$ cat src/design/kprc_pkg.sv
// shared types and constants for the key press refcount matrix unit
package kprc_pkg;

  localparam int NUM_KEYS = 40;
  localparam int IDX_W    = 6;
  localparam int KEY_W    = $clog2(NUM_KEYS);
  localparam int CNT_W    = 8;
  localparam int MATRIX_W = 40;

  localparam logic [CNT_W-1:0] CNT_MAX  = {CNT_W{1'b1}};
  localparam logic [CNT_W-1:0] CNT_ZERO = '0;
  localparam logic [CNT_W-1:0] CNT_ONE  = CNT_W'(1);
  localparam logic [IDX_W:0]   KEY_LIMIT = (IDX_W + 1)'(NUM_KEYS);

  typedef struct packed {
    logic [IDX_W-1:0] key_index;
    logic             is_release;
    logic             is_clear;
  } kprc_in_t;

  typedef struct packed {
    logic                event_valid;
    logic                event_is_press;
    logic                event_is_clear;
    logic [MATRIX_W-1:0] key_matrix;
  } kprc_out_t;

endpackage

$ cat src/design/key_press_refcount_matrix_unit.sv
// top level: per-key press reference counts and the packed key matrix
//
// one transaction per command: the command is taken at the edge where
// start is high and busy is low, the count memory is read at that edge,
// and in the update state (busy high) the count is updated and written
// back while the result is registered; result_strobe is then high for
// exactly one cycle with the result. a new command is taken only once
// busy has dropped, so the block finishes one command before the next.
// every command gives exactly one result: a first press gives event_valid
// with the press flag, a final release gives event_valid without it, a
// clear-all on press gives event_valid with event_is_clear and an empty
// matrix, and anything else (clear with release set, key index out of
// range, release at zero, repeat press) gives a result with event_valid
// low and the current matrix. counts saturate at the top value. the result
// cannot be stalled. after reset, and after a clear-all, no memory sweep is
// needed: per-key valid bits mark which counts have been written since, and
// an unmarked count reads as zero.
module key_press_refcount_matrix_unit (
  input  logic              clk,
  input  logic              rst,
  input  logic              start,
  output logic              busy,
  input  kprc_pkg::kprc_in_t  item,
  output logic              result_strobe,
  output kprc_pkg::kprc_out_t result
);

  typedef enum logic {
    ST_IDLE,
    ST_UPDATE
  } state_t;

  state_t state;

  // count memory and its per-key written marks
  logic [kprc_pkg::CNT_W-1:0] cnt_mem [kprc_pkg::NUM_KEYS];
  logic [kprc_pkg::CNT_W-1:0] rd_data;
  logic [kprc_pkg::NUM_KEYS-1:0] cnt_vld;

  // captured command
  kprc_pkg::kprc_in_t req;
  logic               in_range;
  logic [kprc_pkg::MATRIX_W-1:0] matrix;

  logic accept;
  logic in_range_next;
  logic [kprc_pkg::KEY_W-1:0] rd_addr;
  logic [kprc_pkg::KEY_W-1:0] key_addr;

  // update path
  logic [kprc_pkg::CNT_W-1:0] cur_cnt;
  logic [kprc_pkg::CNT_W-1:0] cnt_next;
  logic                       cnt_write;
  logic                       evt_valid;
  logic                       evt_press;
  logic                       evt_clear;
  logic [kprc_pkg::IDX_W-1:0] bit_pos;
  logic [kprc_pkg::MATRIX_W-1:0] matrix_next;

  assign accept        = start && !busy;
  assign in_range_next = {1'b0, item.key_index} < kprc_pkg::KEY_LIMIT;
  assign rd_addr       = item.key_index[kprc_pkg::KEY_W-1:0];
  assign key_addr      = req.key_index[kprc_pkg::KEY_W-1:0];

  // matrix bit of key k: row k div 8, msb-first within the row
  assign bit_pos = {req.key_index[kprc_pkg::IDX_W-1:3], ~req.key_index[2:0]};

  always_comb begin
    cur_cnt     = cnt_vld[key_addr] ? rd_data : kprc_pkg::CNT_ZERO;
    cnt_next    = cur_cnt;
    cnt_write   = 1'b0;
    evt_valid   = 1'b0;
    evt_press   = 1'b0;
    evt_clear   = 1'b0;
    matrix_next = matrix;
    priority if (req.is_clear) begin
      if (!req.is_release) begin
        evt_valid   = 1'b1;
        evt_clear   = 1'b1;
        matrix_next = '0;
      end
    end else if (in_range) begin
      if (req.is_release) begin
        if (cur_cnt != kprc_pkg::CNT_ZERO) begin
          cnt_next  = cur_cnt - kprc_pkg::CNT_ONE;
          cnt_write = 1'b1;
          if (cur_cnt == kprc_pkg::CNT_ONE) begin
            // final release drops the key out of the matrix
            evt_valid            = 1'b1;
            matrix_next[bit_pos] = 1'b0;
          end
        end
      end else begin
        cnt_write = 1'b1;
        if (cur_cnt != kprc_pkg::CNT_MAX) begin
          cnt_next = cur_cnt + kprc_pkg::CNT_ONE;
        end
        if (cur_cnt == kprc_pkg::CNT_ZERO) begin
          // first press puts the key into the matrix
          evt_valid            = 1'b1;
          evt_press            = 1'b1;
          matrix_next[bit_pos] = 1'b1;
        end
      end
    end
  end

  // count memory: read on accept, write back in the update cycle
  always_ff @(posedge clk) begin
    if (accept && in_range_next) begin
      rd_data <= cnt_mem[rd_addr];
    end
    if (state == ST_UPDATE && cnt_write) begin
      cnt_mem[key_addr] <= cnt_next;
    end
  end

  // payload capture
  always_ff @(posedge clk) begin
    if (accept) begin
      req      <= item;
      in_range <= in_range_next;
    end
    if (state == ST_UPDATE) begin
      result.event_valid    <= evt_valid;
      result.event_is_press <= evt_press;
      result.event_is_clear <= evt_clear;
      result.key_matrix     <= matrix_next;
    end
  end

  // control, marks and matrix
  always_ff @(posedge clk) begin
    if (rst) begin
      state         <= ST_IDLE;
      busy          <= 1'b0;
      result_strobe <= 1'b0;
      cnt_vld       <= '0;
      matrix        <= '0;
    end else begin
      result_strobe <= 1'b0;
      unique case (state)
        ST_IDLE: begin
          if (start) begin
            state <= ST_UPDATE;
            busy  <= 1'b1;
          end
        end
        ST_UPDATE: begin
          state         <= ST_IDLE;
          busy          <= 1'b0;
          result_strobe <= 1'b1;
          matrix        <= matrix_next;
          if (evt_clear) begin
            cnt_vld <= '0;
          end else if (cnt_write) begin
            cnt_vld[key_addr] <= 1'b1;
          end
        end
        default: begin
          state <= ST_IDLE;
          busy  <= 1'b0;
        end
      endcase
    end
  end

  // a result only follows an update cycle
  a_strobe_after_update: assert property (@(posedge clk) disable iff (rst)
    result_strobe |-> $past(busy))
    else $error("result strobe without a preceding update cycle");

  // an accepted command always enters the update cycle
  a_accept_to_update: assert property (@(posedge clk) disable iff (rst)
    (start && !busy) |=> (busy && !result_strobe))
    else $error("accepted command did not start an update");

  // a clear-all event leaves an empty matrix
  a_clear_empties: assert property (@(posedge clk) disable iff (rst)
    (result_strobe && result.event_is_clear) |-> (result.key_matrix == '0))
    else $error("clear event with keys still in the matrix");

  // press and clear flags only come with an event, never both
  a_flags_consistent: assert property (@(posedge clk) disable iff (rst)
    result_strobe && (result.event_is_press || result.event_is_clear) |->
      (result.event_valid && !(result.event_is_press && result.event_is_clear)))
    else $error("inconsistent event flags");

  // the result matrix is what the block holds afterwards
  a_matrix_tracks: assert property (@(posedge clk) disable iff (rst)
    result_strobe |-> (result.key_matrix == matrix))
    else $error("result matrix differs from held matrix");

endmodule
$ cat config.mk
export PLATFORM = sky130hd
export DESIGN_NAME = key_press_refcount_matrix_unit
export DESIGN_NICKNAME = d
export VERILOG_FILES = /design/src/design/kprc_pkg.sv /design/src/design/key_press_refcount_matrix_unit.sv
export SDC_FILE = /design/constraint.sdc
export NUM_CORES = 1
export LEC_CHECK = 0
export BUFFER_PORTS_ARGS = -buffer_cell sky130_fd_sc_hd__buf_2
export CAP_MARGIN = 5
export CORE_UTILIZATION = 25
export DETAILED_ROUTE_END_ITERATION = 10
export MAX_ROUTING_LAYER = met4
export PLACE_DENSITY = 0.49
export SETUP_SLACK_MARGIN = 0.2
export SLEW_MARGIN = 15
export SYNTH_ARGS = -nofsm -noshare
export SYNTH_HDL_FRONTEND = slang
export SYNTH_SLANG_ARGS = --single-unit
$ cat constraint.sdc
create_clock -name clk -period 7 [get_ports clk]
set_clock_uncertainty 0.1 [all_clocks]
set_input_delay 0.7 -clock clk [delete_from_list [all_inputs] [get_ports clk]]
set_output_delay 0.7 -clock clk [all_outputs]
set_load 0.01 [all_outputs]
==> metrics.txt, run 1 <==
CP Class reg -> reg; gr ovfl total 0; status complete, no violations; area of the core 75820 sq um; # resized after CTS 0; cell taking the most area after synthesis edfxtp_1; endpoint type of the worst setup path register; Min-Delay Path Class in -> reg; cts hold-fix bufs 0; first-pass GRT wire length 75.64 mm; Yosys cell types 61; largest family of logic cells by synthesized area multiplexers; Peak supply drop 0.1731 mV; adder-cell share of the synthesized area 0.001960; Post-Place Cell Area 20770 sq um; worst-skew pair later-pin latency 0.60 ns; Root Driver clkbuf_16; Required @ worst endpoint 7.32 ns; Synth Area in Simple Gates 0.07192; vias in the first global route 11.29k; synth warn 0; 1st-pass router iterations 5; number of setup buffers added after CTS 0; H-tree level count 2; Leakage 6.978 nW; crit-path max FO 30; CTS Sinks 463; total CTS buffers 49; HPWL after DPL 30.62 mm; crit path time final 5.424 ns; Synth Flop Type edfxtp_1; ys async rst share 0; MaxCap Viol Count 0; DR vias 11.32k; Gate Count Post-Synth 1173; layer with the highest usage met2; ranking of synthesized cells by area edfxtp_1 60%, mux4_2 11%, dfxtp_1 8.7%, a32o_1 3.7%, nand4_1 2.4%; Final WS setup 1.576 ns; DRT Wirelength 50.78 mm; Die X 278.8 microns; Syn Area/Cell 16.33 sq um; Fmax achieved 184.4 MHz; Avg WL per Cell 22.59 microns; post-synthesis compound-gate area fraction 0.09210; initial DRC count 1049; nets 1243; Post-synth EDFFs 380; met1 usage 0.1798; Seq/Total Area, Yosys 0.6825; Top Ports 56; leading cell type by number of instances after synthesis edfxtp_1; FF+latch count, synth 463; Die ar. 77730 sq um; Post-Syn Area 19150 sq um; synthesized net count 1187; CTS tree built; GRT Overall Usage 0.1339; post-route ant nets 0; XOR/XNOR Fraction of Synth Area 0.0009145; grt met2 use 0.2113; mux share of post-synthesis cell area 0.1242; Fin. Hold Viols 0; Slew @ Worst Pin 1.059 ns; met3 Resource Use GR 0.02284; DIE HEIGHT 278.8 microns; share of layout cells above drive strength 1 0.2504; largest net degree at the start of global routing 90; drt via density 5.036; synth cell count leaders 380 x edfxtp_1, 96 x mux4_2, 83 x dfxtp_1; design area 22320 sq um; Clk pin slew, worst setup/hold paths 0.06 ns; port bufs 55; GP Congestion 0.7845; Starting Density 0.2526; initial antenna violation count 3; number of remaining DRC errors 0; # setup viols final 0; Core Util, Final 0.2943; Setup WS pre-CTS 1.563 ns; Power per Cell Area 261.1 nW/um^2; Rows 101; Final period util 0.7748; Layout area overhead 16.50%; crit path launch type register; crit path DAT 5.75 ns; Yosys top cell area share 0.5957; Final Max Slew Viols 0; clock buffer depth 3; setup_tns 0 ns; Slew headroom 0.2926; RSZ-0062 raised after global routing no; antenna cells 0
## cell usage in the layout (no fill, tap or decap), drive strengths merged, types with 6 or more instances in the layout
| cell type | count |
|---|---|
| mux4 | 96 |
| dfxtp | 83 |
| mux2 | 6 |
| clkinv | 27 |
| o21a | 41 |
| clkbuf | 62 |
| edfxtp | 380 |
| a32o | 71 |
| a211oi | 14 |
| a21oi | 23 |
| o21ai | 13 |
| nand3 | 12 |
| nor3 | 48 |
| mux2i | 15 |
| nor2b | 19 |
| nand4 | 73 |
| buf | 110 |
| nor2 | 63 |
| inv | 8 |
| and3 | 7 |
| nand2 | 17 |
| a31oi | 6 |
| a41oi | 6 |
## flip-flops by register name (all words and copies together) (netlist names)
register,count
matrix,40
cnt_mem,320
result_strobe,1
req,2
in_range,1
state,1
busy,1
key_addr,6
result,43
rd_data,8
cnt_vld,40
## path summary, 6_finish.rpt
kind	startpoint	endpoint	slack, ns	cells after the start
setup / recovery	key_addr[0]	cnt_mem[9][3]	1.58	17
hold / removal	item[1]	req[1]	0.18	1
setup reg to reg	key_addr[0]	cnt_mem[9][3]	1.58	17
hold reg to reg	cnt_vld[22]	cnt_vld[22]	0.36	1
## cell families after synthesis
group           after synthesis
mux                         117
compound gates              213
buf+inv                     113
fa+ha+maj                     3
simple gates                262
xor+xnor                      2
flops                       463
## per-stage QoR
stage                     cells  hold WS (ns)  power [mW]
final                      2248        0.1790       5.827
after global routing       2248        0.1636       6.023
after CTS                  2248        0.1557       5.892
after detailed placement   2156        0.3519       3.423
after global placement     2156        0.3504       3.418
after floorplan            1173        0.3325       3.288
## final cells by class
class,count,area (sq um)
fill,7526,53510
sequential,463,13070
multi-input combinational,597,5763
clock buffer,62,1315
tap,978,1224
timing repair buffer,110,693.2
clock inverter,30,216.5
inverter,8,30.03
## worst max-delay path, stage by stage (launching register included)
cell and delay, ns:
edfxtp_1 0.96, mux2_2 0.41, a221oi_1 0.33, o22a_1 0.20, o22ai_2 0.14, nor3_2 0.21, buf_4 0.28, nand2b_1 0.18
inv_1 0.08, ha_1 0.23, and3_1 0.24, nand3_1 0.26, nand4_1 0.15, or3_1 0.33, a21oi_1 0.14, a21oi_1 0.09
o32ai_4 0.54, buf_4 0.37
## metal layers
metal	part of all wire	wire length (microns)
met1	0.45	22750
met2	0.49	24780
met3	0.047	2397
met4	0.017	852
met5	0	0
## power breakdown
group | leakage, nW | switching (mW) | internal [mW]
clock | 0.745 | 1.09 | 1.38
combinational | 2.03 | 0.227 | 0.108
sequential | 4.20 | 0.0241 | 3.00
No activity file was read; power rests on OpenSTA's default activity.
==> inputs of run 2 (changes only) <==
- ABC_AREA: unset -> 1
- PLACE_DENSITY: 0.49 -> 0.5
- clock period: 7 -> 4.5 ns (I/O delays scaled with it)
==> run 2 against run 1 <==
Critical path depth rose by 3. First-iteration DRC count rose by 33%. Wire length rose by 22%. Hold slack got worse by 0.11 ns. Area after synthesis rose by 8.6%. Worst setup slack got worse by 1.0 ns. Synthesized cell count rose by 85%. Utilization fell by 0.20 points. Via count rose by 40%. Cell count rose by 47%. Sequential cell count did not move. Critical path type unchanged. Largest cell class unchanged.
==> metrics.txt, run 2 <==
status complete, no violations; number of setup buffers added after CTS 0 (unchanged); crit path time final 3.945 ns (-1.479 ns); CP most frequent cell nand2_1; Fmax achieved 253.5 MHz (+37%); ranking of synthesized cells by area edfxtp_1 55%, nand2_1 8.5%, dfxtp_1 8.0%, nor2_1 6.0%, o21ai_0 4.7%; crit path launch type register; Post-synth EDFFs 380 (unchanged); Post-Syn Area 20810 sq um (+8.6%); Finished Layout Cells 3310 (+47%); Post-Place Cell Area 22280 sq um (+7.3%); Min-Delay Path Class in -> reg; Stages on worst setup path 20 (+3); clock share of power 0.440 (+0.017); crit-path max FO 27 (-10%); GRT Overall Usage 0.1479 (+0.01402); Top Ports 56 (unchanged); post-placement cell count 3209 (+49%); synth warn 0 (unchanged); H-tree level count 2 (unchanged); Setup WS pre-CTS 0.4360 ns (-1.127 ns); endpoint type of the worst setup path register; port bufs 55 (unchanged); Largest register FFs 320 (unchanged); leading cell type by number of instances after synthesis nand2_1; design area 24040 sq um (+7.7%); gr ovfl total 0 (unchanged); combinational power share 0.073 (+0.016); delay-heaviest family, CP simple AND/OR/NAND/NOR gates; Seq pwr share 0.487 (-0.032); HPWL after DPL 38.67 mm (+26%); share of layout cells above drive strength 1 0.09964 (-0.1508); RSZ-0062 raised after global routing no; number of remaining DRC errors 0 (unchanged); MaxCap Viol Count 0 (unchanged); CP Class reg -> reg; synthesized net count 2183 (+84%); sw power 2.309 mW (+72%); Worst Hold Depth 2 (+1); initial DRC count 1398 (+33%); most frequent cells in the layout 468 x nand2_1, 380 x edfxtp_1, 328 x nor2_1; Power per Cell Area 404.6 nW/um^2 (+55%); total CTS buffers 51 (+4.1%); Starting Density 0.2530 (+0.0004114); Root Driver clkbuf_16; Switching Fraction 0.2374 (+0.006971); clock buffer depth 3 (unchanged); GP Congestion 0.8582 (+9.4%); first-pass GRT wire length 93.98 mm (+24%); FF+latch count, synth 463 (unchanged); Avg WL per Cell 18.71 microns (-17%); Rows 105 (+4.0%); DR vias 15.82k (+40%); crit path DAT 4.10 ns (-1.65 ns); Final Max Slew Viols 0 (unchanged); hold_ws 0.07107 ns (-0.1080 ns); slowest cell on the critical path edfxtp_1; P_int 7.416 mW (+65%); Crit path buffers/inverters 5 (+2); Clk pin slew, worst setup/hold paths 0.06 ns (about the same); worst-skew pair later-pin latency 0.61 ns (about the same); largest net degree at the start of global routing 94 (+4.4%); area of the core 82240 sq um (+8.5%); CP max stage delay 0.54 ns (-0.42 ns); cell taking the most area after synthesis edfxtp_1; Final period util 0.8767 (+0.1019); # setup viols final 0 (unchanged); 1st-pass router iterations 5 (unchanged); crit path cell chain inv_2, nand2_1, nand2_1, nand2_1, nand2_1, nand2_1, nand2_1, nand2_1, nand3_2, nor2_2, nor2_1, inv_1, ha_1, nand2_2, inv_4, nand3_2, nand2_4, inv_4, nand2_1, inv_1; Peak supply drop 0.2666 mV (+54%); fill count 8509 (+13%); Yosys cell types 40 (-34%); Seq/Total Area, Yosys 0.6282 (-0.05429); Slew headroom 0.2558 (-0.03683); Most flops, register cnt_mem; DRT Wirelength 61.95 mm (+22%); CTS tree built; Leakage 8.794 nW (+26%); Synth Flop Type edfxtp_1; CTS Sinks 463 (unchanged); Required @ worst endpoint 4.65 ns (-2.67 ns); Gate Count Post-Synth 2169 (+85%); initial antenna violation count 3 (unchanged); drt via density 4.780 (-5.1%); Yosys top cell area share 0.5483 (-0.04739); most common cell after layout, fill and taps aside nand2_1; setup_tns 0 ns (unchanged); Final WS setup 0.5549 ns (-1.021 ns); Fin. Hold Viols 0 (unchanged); Die ar. 84400 sq um (+8.6%); FF-to-FF path depth 20 (+3); Slew @ Worst Pin 1.116 ns (+0.05743 ns); Layout area overhead 15.52%; ys async rst share 0 (unchanged); synth cell count leaders 469 x nand2_1, 380 x edfxtp_1, 330 x nor2_1; top flop regs cnt_mem: 320 flops, result: 43 flops; vias in the first global route 15.41k (+36%); post-route ant nets 0 (unchanged); Pwr Total 9.725 mW (+67%); Die X 290.5 microns (+4.2%); nets 2209 (+78%); Core Util, Final 0.2923 (-0.002005); Syn Area/Cell 9.594 sq um (-41%); DIE HEIGHT 290.5 microns (+4.2%)
[run 2: changes by cell type after synthesis, sizes merged, moves of 39 or more]
cell / previous run / this run
a21oi: 23 / 88
a32o: 71 / 0
clkbuf: 61 / 108
inv: 7 / 146
mux4: 96 / 0
nand2: 17 / 476
nand3: 12 / 119
nor2: 63 / 338
o21a: 41 / 2
o21ai: 13 / 200
o22ai: 2 / 48
[run 2: area by class of cell]
type	instances	area [sq um]	share of cell area
multi-input combinational	1416	6569	0.2733
inverter	150	574.3	0.02389
clock inverter	35	361.6	0.01504
timing repair buffer	113	762.0	0.03170
sequential	463	13070	0.5439
tap	1070	1339	0.05569
clock buffer	61	1355	0.05637
antenna	2	5.005	0.0002082
[run 2: power groups by stage]
stage / sequential (mW) / clock [mW] / combinational [mW]
2_1_floorplan: 4.82 / 0 / 0.431
3_3_place_gp: 4.82 / 0 / 0.705
3_5_place_dp: 4.82 / 0 / 0.710
4_1_cts: 4.73 / 4.36 / 0.715
5_1_grt: 4.74 / 4.52 / 0.780
6_report: 4.73 / 4.28 / 0.714
[run 2: per-layer routing]
metal / track usage / vias up / share of wire
met5: - / - / 0
met4: 0.04130 / 0 / 0.026
met3: 0.03067 / 103 / 0.069
met2: 0.2341 / 494 / 0.46
met1: 0.1911 / 7686 / 0.44
li1: - / 7539 / -
[run 2: cells by family after synthesis]
kind of cell	count (synthesis)	synth area share
AOI/OAI and AO/OA	397	0.1102
xor gates and xnor gates	6	0.002525
adders and majority gates	3	0.001804
buffers and inverters	290	0.05760
DFF	463	0.6282
and+or+nand+nor	1010	0.1997
[run 2: final timing paths]
| check | start | endpoint | slack, ns |
|---|---|---|---|
| setup reg to reg | key_addr[0] | cnt_mem[4][5] | 0.55 |
| setup / recovery | key_addr[0] | cnt_mem[4][5] | 0.55 |
| hold / removal | rst | state | 0.07 |
| hold reg to reg | cnt_vld[14] | cnt_vld[14] | 0.36 |
[run 2: timing repair]
| item | 4_1_cts | 5_1_grt |
|---|---|---|
| hold endpoints to repair | 3 | 0 |
| endpoints found under the setup margin | 0 | 184 |
| resized for setup | 0 | 4 |
| hold buffers | 3 | 0 |
